<file path="src/sv/siim_pkg.sv">
`timescale 1ns / 1ps
// ----------------------------------------------------------------------------
// siim_pkg: shared types for the sorted interval insert/merge core
// Interval record and result record used by the core and its output stage.
// ----------------------------------------------------------------------------
package siim_pkg;

  localparam int unsigned VAL_W = 32;

  typedef enum logic {
    REQ_APPEND = 1'b0,
    REQ_INSERT = 1'b1
  } req_kind_t;

  typedef struct packed {
    logic signed [VAL_W-1:0] start;
    logic signed [VAL_W-1:0] stop;
  } ival_t;

  typedef struct packed {
    logic signed [VAL_W-1:0] start;
    logic signed [VAL_W-1:0] stop;
    logic                    last;
    logic                    ovf;
  } rsp_t;

endpackage

</file>
<file path="src/sv/siim_req_if.sv">
`timescale 1ns / 1ps
// ----------------------------------------------------------------------------
// siim_req_if: request channel
// Valid/ready channel carrying one append or insert request.
// ----------------------------------------------------------------------------
interface siim_req_if;
  logic               valid;
  logic               ready;
  logic               req_type;
  logic signed [31:0] new_start;
  logic signed [31:0] new_stop;

  modport source (output valid, output req_type, output new_start, output new_stop,
                  input ready);
  modport sink   (input valid, input req_type, input new_start, input new_stop,
                  output ready);
endinterface

</file>
<file path="src/sv/siim_rsp_if.sv">
`timescale 1ns / 1ps
// ----------------------------------------------------------------------------
// siim_rsp_if: result channel
// Valid/ready channel carrying one interval of the merged table.
// ----------------------------------------------------------------------------
interface siim_rsp_if;
  logic               valid;
  logic               ready;
  logic signed [31:0] out_start;
  logic signed [31:0] out_stop;
  logic               is_last;
  logic               overflow;

  modport source (output valid, output out_start, output out_stop, output is_last,
                  output overflow, input ready);
  modport sink   (input valid, input out_start, input out_stop, input is_last,
                  input overflow, output ready);
endinterface

</file>
<file path="src/sv/siim_out_buf.sv">
`timescale 1ns / 1ps
// ----------------------------------------------------------------------------
// siim_out_buf: result output register
// Holds one result until the sink takes it; free whenever a new one may load.
// ----------------------------------------------------------------------------
module siim_out_buf (
  input  logic            clk,
  input  logic            rst,
  input  logic            load,
  input  siim_pkg::rsp_t  item,
  output logic            free,
  siim_rsp_if.source      rsp
);
  import siim_pkg::*;

  logic valid;
  rsp_t data;

  assign free = !valid || rsp.ready;

  always_ff @(posedge clk) begin
    if (rst) begin
      valid <= 1'b0;
    end else if (load) begin
      valid <= 1'b1;
    end else if (rsp.ready) begin
      valid <= 1'b0;
    end
  end

  always_ff @(posedge clk) begin
    if (load) begin
      data <= item;
    end
  end

  assign rsp.valid     = valid;
  assign rsp.out_start = data.start;
  assign rsp.out_stop  = data.stop;
  assign rsp.is_last   = data.last;
  assign rsp.overflow  = data.ovf;

endmodule

</file>
<file path="src/sv/sorted_interval_insert_merge_core.sv">
`timescale 1ns / 1ps
// ----------------------------------------------------------------------------
// sorted_interval_insert_merge_core: interval table with insert and merge
// Interval table in a single-port-read memory, rewritten in place on insert.
// ----------------------------------------------------------------------------
// An append request writes its interval at the end of the table. On an insert
// request the table memory is walked one entry per cycle through its one read
// port, as long as the output register is free; the new interval is slotted in
// ahead of the first larger start, and each merged interval is written back and
// sent out as soon as it closes, the last one with is_last set. An insert into a
// full table returns a single overflow result. Requests are taken only between
// walks; a pending result in the output register does not hold off the next
// request.
module sorted_interval_insert_merge_core #(
  parameter int unsigned TABLE_DEPTH = 32
) (
  input  logic       clk,
  input  logic       rst,
  siim_req_if.sink   req,
  siim_rsp_if.source rsp
);
  import siim_pkg::*;

  localparam int unsigned CW = $clog2(TABLE_DEPTH + 1);
  localparam int unsigned AW = $clog2(TABLE_DEPTH);

  typedef enum logic [2:0] {
    S_IDLE  = 3'b001,
    S_MERGE = 3'b010,
    S_OVF   = 3'b100
  } state_t;

  state_t         state, state_next;
  logic [CW-1:0]  count;     // stored intervals
  logic [CW-1:0]  cons;      // stored entries consumed by the walk
  logic [CW-1:0]  w;         // write-back index of the open interval
  logic           placed;
  logic           have_cur;
  logic           dvalid;    // rd_data holds entry cons
  ival_t          cur;
  ival_t          nreq;

  ival_t          mem [TABLE_DEPTH];
  ival_t          rd_data;
  logic           rd_en;
  logic [AW-1:0]  rd_addr;
  logic           wr_en;
  logic [AW-1:0]  wr_addr;
  ival_t          wr_data;

  logic           ob_free;
  logic           ob_load;
  rsp_t           ob_item;

  logic           acc;
  logic           acc_app;
  logic           acc_ins;
  logic           full;
  logic           step;
  logic           take_new;
  logic           take_old;
  logic           finish;
  logic           close;
  ival_t          elem;
  logic [CW-1:0]  cons_inc;

  assign req.ready = (state == S_IDLE);
  assign acc       = req.valid && req.ready;
  assign acc_app   = acc && (req.req_type == REQ_APPEND);
  assign acc_ins   = acc && (req.req_type == REQ_INSERT);
  assign full      = (count == CW'(TABLE_DEPTH));
  assign step      = (state == S_MERGE) && ob_free;
  assign cons_inc  = cons + CW'(1);

  // pick the next element of the merged sequence
  always_comb begin
    take_new = 1'b0;
    take_old = 1'b0;
    finish   = 1'b0;
    if (step) begin
      if (dvalid) begin
        if (!placed && (nreq.start < rd_data.start)) begin
          take_new = 1'b1;
        end else begin
          take_old = 1'b1;
        end
      end else if (!placed) begin
        take_new = 1'b1;
      end else begin
        finish = 1'b1;
      end
    end
    elem  = take_new ? nreq : rd_data;
    close = have_cur && (cur.stop < elem.start);
  end

  // memory port control
  always_comb begin
    rd_en   = 1'b0;
    rd_addr = '0;
    wr_en   = 1'b0;
    wr_addr = w[AW-1:0];
    wr_data = cur;
    if (acc_ins && !full && (count != '0)) begin
      rd_en = 1'b1;
    end else if (take_old && (cons_inc < count)) begin
      rd_en   = 1'b1;
      rd_addr = cons_inc[AW-1:0];
    end
    if (acc_app && !full) begin
      wr_en      = 1'b1;
      wr_addr    = count[AW-1:0];
      wr_data.start = req.new_start;
      wr_data.stop  = req.new_stop;
    end else if (finish || ((take_new || take_old) && close)) begin
      wr_en = 1'b1;
    end
  end

  always_ff @(posedge clk) begin
    if (wr_en) begin
      mem[wr_addr] <= wr_data;
    end
    if (rd_en) begin
      rd_data <= mem[rd_addr];
    end
  end

  // result load
  always_comb begin
    ob_load      = 1'b0;
    ob_item.start = cur.start;
    ob_item.stop  = cur.stop;
    ob_item.last  = finish;
    ob_item.ovf   = 1'b0;
    if (state == S_OVF) begin
      ob_load       = ob_free;
      ob_item.start = '0;
      ob_item.stop  = '0;
      ob_item.last  = 1'b1;
      ob_item.ovf   = 1'b1;
    end else if (finish || ((take_new || take_old) && close)) begin
      ob_load = 1'b1;
    end
  end

  always_comb begin
    state_next = state;
    case (state)
      S_IDLE: begin
        if (acc_ins) begin
          state_next = full ? S_OVF : S_MERGE;
        end
      end
      S_MERGE: begin
        if (finish) begin
          state_next = S_IDLE;
        end
      end
      S_OVF: begin
        if (ob_free) begin
          state_next = S_IDLE;
        end
      end
      default: state_next = S_IDLE;
    endcase
  end

  always_ff @(posedge clk) begin
    if (rst) begin
      state    <= S_IDLE;
      count    <= '0;
      cons     <= '0;
      w        <= '0;
      placed   <= 1'b0;
      have_cur <= 1'b0;
      dvalid   <= 1'b0;
    end else begin
      state <= state_next;
      if (acc_app && !full) begin
        count <= count + CW'(1);
      end
      if (acc_ins && !full) begin
        cons     <= '0;
        w        <= '0;
        placed   <= 1'b0;
        have_cur <= 1'b0;
        dvalid   <= (count != '0);
      end
      if (take_new || take_old) begin
        have_cur <= 1'b1;
        if (close) begin
          w <= w + CW'(1);
        end
      end
      if (take_new) begin
        placed <= 1'b1;
      end
      if (take_old) begin
        cons   <= cons_inc;
        dvalid <= (cons_inc < count);
      end
      if (finish) begin
        count <= w + CW'(1);
      end
    end
  end

  always_ff @(posedge clk) begin
    if (acc_ins) begin
      nreq.start <= req.new_start;
      nreq.stop  <= req.new_stop;
    end
    if (take_new || take_old) begin
      if (!have_cur || close) begin
        cur <= elem;
      end else if (cur.stop < elem.stop) begin
        cur.stop <= elem.stop;
      end
    end
  end

  siim_out_buf u_out_buf (
    .clk  (clk),
    .rst  (rst),
    .load (ob_load),
    .item (ob_item),
    .free (ob_free),
    .rsp  (rsp)
  );

  a_count_bound: assert property (@(posedge clk) disable iff (rst)
    count <= CW'(TABLE_DEPTH))
    else $error("entry count above table depth");

  a_full_insert_ovf: assert property (@(posedge clk) disable iff (rst)
    acc_ins && full |=> state == S_OVF)
    else $error("insert into full table did not flag overflow");

  a_wb_behind_read: assert property (@(posedge clk) disable iff (rst)
    state == S_MERGE && have_cur |-> ({1'b0, w} < ({1'b0, cons} + {{CW{1'b0}}, placed})))
    else $error("write-back index caught up with the read walk");

  a_load_when_free: assert property (@(posedge clk) disable iff (rst)
    ob_load |-> ob_free)
    else $error("result loaded over a pending result");

  a_ovf_is_last: assert property (@(posedge clk) disable iff (rst)
    ob_load && ob_item.ovf |-> ob_item.last && state == S_OVF)
    else $error("overflow result without last mark");

endmodule

</file>
<file path="src/flat_wrapper.sv">
// flat-port wrapper written by rule: the top's interface ports become plain ports
module sorted_interval_insert_merge_core_flat import siim_pkg::*;
#(
  parameter int unsigned TABLE_DEPTH = 32
)
  (clk, rst, req_valid, req_req_type, req_new_start, req_new_stop, req_ready, rsp_valid, rsp_out_start, rsp_out_stop, rsp_is_last, rsp_overflow, rsp_ready);
  siim_req_if req_i ();
  siim_rsp_if rsp_i ();
  input  logic clk;
  input  logic rst;
  input wire logic [$bits(req_i.valid)-1:0] req_valid;
  input wire logic [$bits(req_i.req_type)-1:0] req_req_type;
  input wire logic [$bits(req_i.new_start)-1:0] req_new_start;
  input wire logic [$bits(req_i.new_stop)-1:0] req_new_stop;
  output wire logic [$bits(req_i.ready)-1:0] req_ready;
  output wire logic [$bits(rsp_i.valid)-1:0] rsp_valid;
  output wire logic [$bits(rsp_i.out_start)-1:0] rsp_out_start;
  output wire logic [$bits(rsp_i.out_stop)-1:0] rsp_out_stop;
  output wire logic [$bits(rsp_i.is_last)-1:0] rsp_is_last;
  output wire logic [$bits(rsp_i.overflow)-1:0] rsp_overflow;
  input wire logic [$bits(rsp_i.ready)-1:0] rsp_ready;
  assign req_i.valid = req_valid;
  assign req_i.req_type = req_req_type;
  assign req_i.new_start = req_new_start;
  assign req_i.new_stop = req_new_stop;
  assign req_ready = req_i.ready;
  assign rsp_valid = rsp_i.valid;
  assign rsp_out_start = rsp_i.out_start;
  assign rsp_out_stop = rsp_i.out_stop;
  assign rsp_is_last = rsp_i.is_last;
  assign rsp_overflow = rsp_i.overflow;
  assign rsp_i.ready = rsp_ready;
  sorted_interval_insert_merge_core #(.TABLE_DEPTH(TABLE_DEPTH)) u_core (.clk(clk), .rst(rst), .req(req_i), .rsp(rsp_i));
endmodule
</file>
<file path="config.mk">
export PLATFORM = sky130hd
export DESIGN_NAME = sorted_interval_insert_merge_core_flat
export DESIGN_NICKNAME = d
export VERILOG_FILES = /design/src/sv/siim_pkg.sv /design/src/sv/siim_req_if.sv /design/src/sv/siim_rsp_if.sv /design/src/sv/siim_out_buf.sv /design/src/sv/sorted_interval_insert_merge_core.sv /design/src/flat_wrapper.sv
export SDC_FILE = /design/constraint.sdc
export NUM_CORES = 2
export LEC_CHECK = 0
export ABC_CLOCK_PERIOD_IN_PS = 13100
export BUFFER_PORTS_ARGS = -buffer_cell sky130_fd_sc_hd__buf_4
export CORE_MARGIN = 2
export CORE_UTILIZATION = 63
export CTS_CLUSTER_SIZE = 40
export DETAILED_ROUTE_END_ITERATION = 16
export PLACE_DENSITY_LB_ADDON = 0.08
export SYNTH_ARGS = -nofsm -noshare
export SYNTH_HDL_FRONTEND = slang
export SYNTH_SLANG_ARGS = --single-unit
</file>
<file path="constraint.sdc">
create_clock -name clk -period 13.1 [get_ports clk]
set_input_delay 2.62 -clock clk [delete_from_list [all_inputs] [get_ports clk]]
set_output_delay 2.62 -clock clk [all_outputs]
set_load 0.05 [all_outputs]
</file>
==> run metrics <==
CTS root buf=clkbuf_16; Overall Power=14.9 mW; GR Overflow Total=0; worst IR drop on VDD=0.129 mV; worst hold start=u_core.w[5]; RSZ-0062 raised after global routing=no; clock tree sinks=2331; Post-CTS Setup Bufs=0; final hold slack=0.505 ns; footprint of the multi-input gates=22000 um2; CP Launch Type=primary input; fin crit period=a little under 10 ns; width of the die=slightly below 400 um; max_cap viols=0; final hold violations=0; nets=5968; async set-reset flop share out of synthesis=0; DR iter-0 viols=8078; Critical Path RT=13.57 ns; Worst Setup End Kind=flop; H-tree depth=4; Reg clk slew, reported paths=0.06 ns; FP Rows=140; layout cell share with drive strength beyond 1=0.145; status=completed; final wirelength=279000 um; core area=146000 um2; total of fill cells in the finished design=9329; GRT Resource Usage Total=0.369; largest net degree at the start of global routing=132; worst hold-check path type=reg -> reg; residual DRC count=0; worst setup path class=in -> reg; relative slew slack=0.0414; initial core utilization=0.636; routed length per placed instance=35.3 um; Max clock buf depth=3; sequential element share of the synthesized area=0.751; Post-synth EDFFs=2306; routed via count=approximately 55000; pwr/cell area=between 100 and 150 nW/um2; cell area after synthesis=92800 um2; initial antenna violation count=28; Setup WS post-layout=3.38 ns; Final ANT Viol Nets=0; Post-Route Setup TNS=0 ns; CTS tree=yes; fmax=slightly above 0.1 GHz; Slew Limit Fails=0; vias in the first global route=around 52000; cells after synthesis=5620; TritonRoute pass-1 iters=6; Leakage Power=33.5 nW; die extent in y=388 um; cts repair resizes=0; Die Area=150000 um2; clk_lat worst skew=between 0.8 and 0.9 ns; critical path fanouts, max=43; FF/Latch Area=~70000 um2; port bufs=around 140; # setup viols final=0; first-pass GRT wire length=389000 um; Top FF cell, synth=edfxtp_1; top-level I/O count=137; fin crit share=0.742; Routability Congestion=about 0.94; pre-CTS WS=roughly 2.6 ns; Slew @ Worst Pin=1.43 ns; DP HPWL=around 170000 um; origin of the worst setup path=rsp_ready; CP arrival=10.19 ns; RR Startpoint=u_core.nreq[39]; syn nets=5791; Synth Area per Inst=16.5 um2; CTS Hold Bufs=0; Synth warnings=0; Num CTS Buffers=roughly 220; #FFs+latches synth=2331; Vias/cell=6.95; Worst Skew=0.0302 ns; number of distinct library cells after synthesis=82; area delta synth->final=11.6%
-- cell usage after synthesis (all sizes together) (102+ instances only) --
| library cell | number | area [um2] |
|---|---|---|
| buf | 133 | 677 |
| nand3 | 167 | 836 |
| ha | 102 | 1280 |
| mux2i | 466 | 4660 |
| edfxtp | 2306 | 69200 |
| nand2 | 439 | 1650 |
| clkbuf | 178 | 668 |
| o21ai | 145 | 737 |
| nor2 | 194 | 728 |
| mux2 | 127 | 1430 |
| a21oi | 187 | 936 |
| o22ai | 156 | 976 |
| inv | 120 | 450 |
-- per-layer routing --
layer / up-vias / GRT usage / part of all wire
met3: 562 / 0.130 / 0.14
met5: - / 0.00670 / 0.0011
met4: 24 / 0.120 / 0.035
li1: 22700 / - / -
met1: 27900 / 0.523 / 0.38
met2: 3845 / 0.540 / 0.44
-- where the power goes --
group | leakage, nW | internal (mW) | switching, mW
Sequential | 21.0 | 8.29 | 0.0213
Combinational | 9.19 | 0.0995 | 0.406
Clock | 3.33 | 3.33 | 2.74
Total | 33.5 | 11.7 | 3.16
-- critical path, cell delays in order --
cell	delay, ns
buf_4	0.11
nand2b_1	0.21
nand2_1	0.17
nor2_1	0.15
o31ai_4	0.09
buf_4	0.41
buf_4	0.67
mux2_2	0.42
inv_1	0.06
ha_1	0.23
a21o_1	0.17
a21o_1	0.17
a21o_1	0.17
a211oi_1	0.24
nor2_1	0.09
or4b_1	0.54
a221oi_1	0.64
and4_1	0.70
o311ai_4	0.43
a21oi_4	0.93
buf_4	0.75
-- cell families after synthesis --
logic type,count (synthesis),share of synthesized area
fa+ha+maj,102,0.0137
flops,2331,0.751
mux,684,0.0877
buf+inv,432,0.0194
simple gates,1069,0.0528
compound gates,987,0.0729
xor+xnor,15,0.00190
-- path summary, 6_finish.rpt --
| kind | end | slack (ns) | cells past startpoint |
|---|---|---|---|
| setup reg to reg | u_core.mem[21][35] | 3.67 | 23 |
| setup / recovery | u_core.mem[21][35] | 3.38 | 21 |
| hold reg to reg | u_core.w[5] | 0.50 | 2 |
| hold / removal | u_core.w[5] | 0.50 | 2 |
-- state kept, by name, summed over array words and instances (netlist names) --
register and cells:
u_core.cons 6, u_core.count 6, u_core.cur 64, u_core.dvalid 1, u_core.have_cur 1, u_core.mem 2048, u_core.nreq 64, u_core.placed 1
u_core.rd_data 64, u_core.state 3, u_core.u_out_buf.rsp.is_last 1, u_core.u_out_buf.rsp.out_start 32, u_core.u_out_buf.rsp.out_stop 32, u_core.u_out_buf.rsp.overflow 1, u_core.u_out_buf.rsp.valid 1, u_core.w 6
-- layout make-up --
class                   instances  share of cell area
diodes                         10            0.000242
clock buffers                 269              0.0560
clock inverters               140             0.00937
inverters                     121             0.00447
multi-input cells            2857               0.212
flip-flops and latches       2331               0.673
well taps                    1917              0.0232
repair buffers                264              0.0212
-- cells in the final DEF, fill, tap and decap left out, types with 14 or more instances in the layout --
cell	instances
nor2_1	191
a221oi_1	49
clkinv_1	73
and3_1	14
nand3_1	166
mux4_2	91
o22ai_1	156
mux2i_1	466
a21oi_4	34
mux2_2	127
nor2b_1	27
a21o_1	18
edfxtp_1	2306
clkinv_2	43
a22oi_1	25
a31oi_1	77
o221ai_1	97
nand4_1	32
nor3_1	60
o21ai_0	142
a21oi_1	152
inv_1	116
o211ai_1	29
buf_12	17
clkbuf_16	225
buf_4	247
nor4_1	18
ha_1	102
dfxtp_1	24
nand2_1	434
a2bb2oi_1	16
a211oi_1	83
or3_1	19
clkbuf_1	44
and2_1	69
-- per-stage QoR --
| stage | cell area [um2] | std cells | util |
|---|---|---|---|
| after global placement | 96800 | 7490 | 0.663 |
| final | 104000 | 7909 | 0.710 |
| after CTS | 104000 | 7899 | 0.710 |
| after global routing | 104000 | 7903 | 0.710 |
| after detailed placement | 96800 | 7490 | 0.663 |
| after floorplan | 92800 | 5620 | - |
No activity file was read; power rests on OpenSTA's default activity.
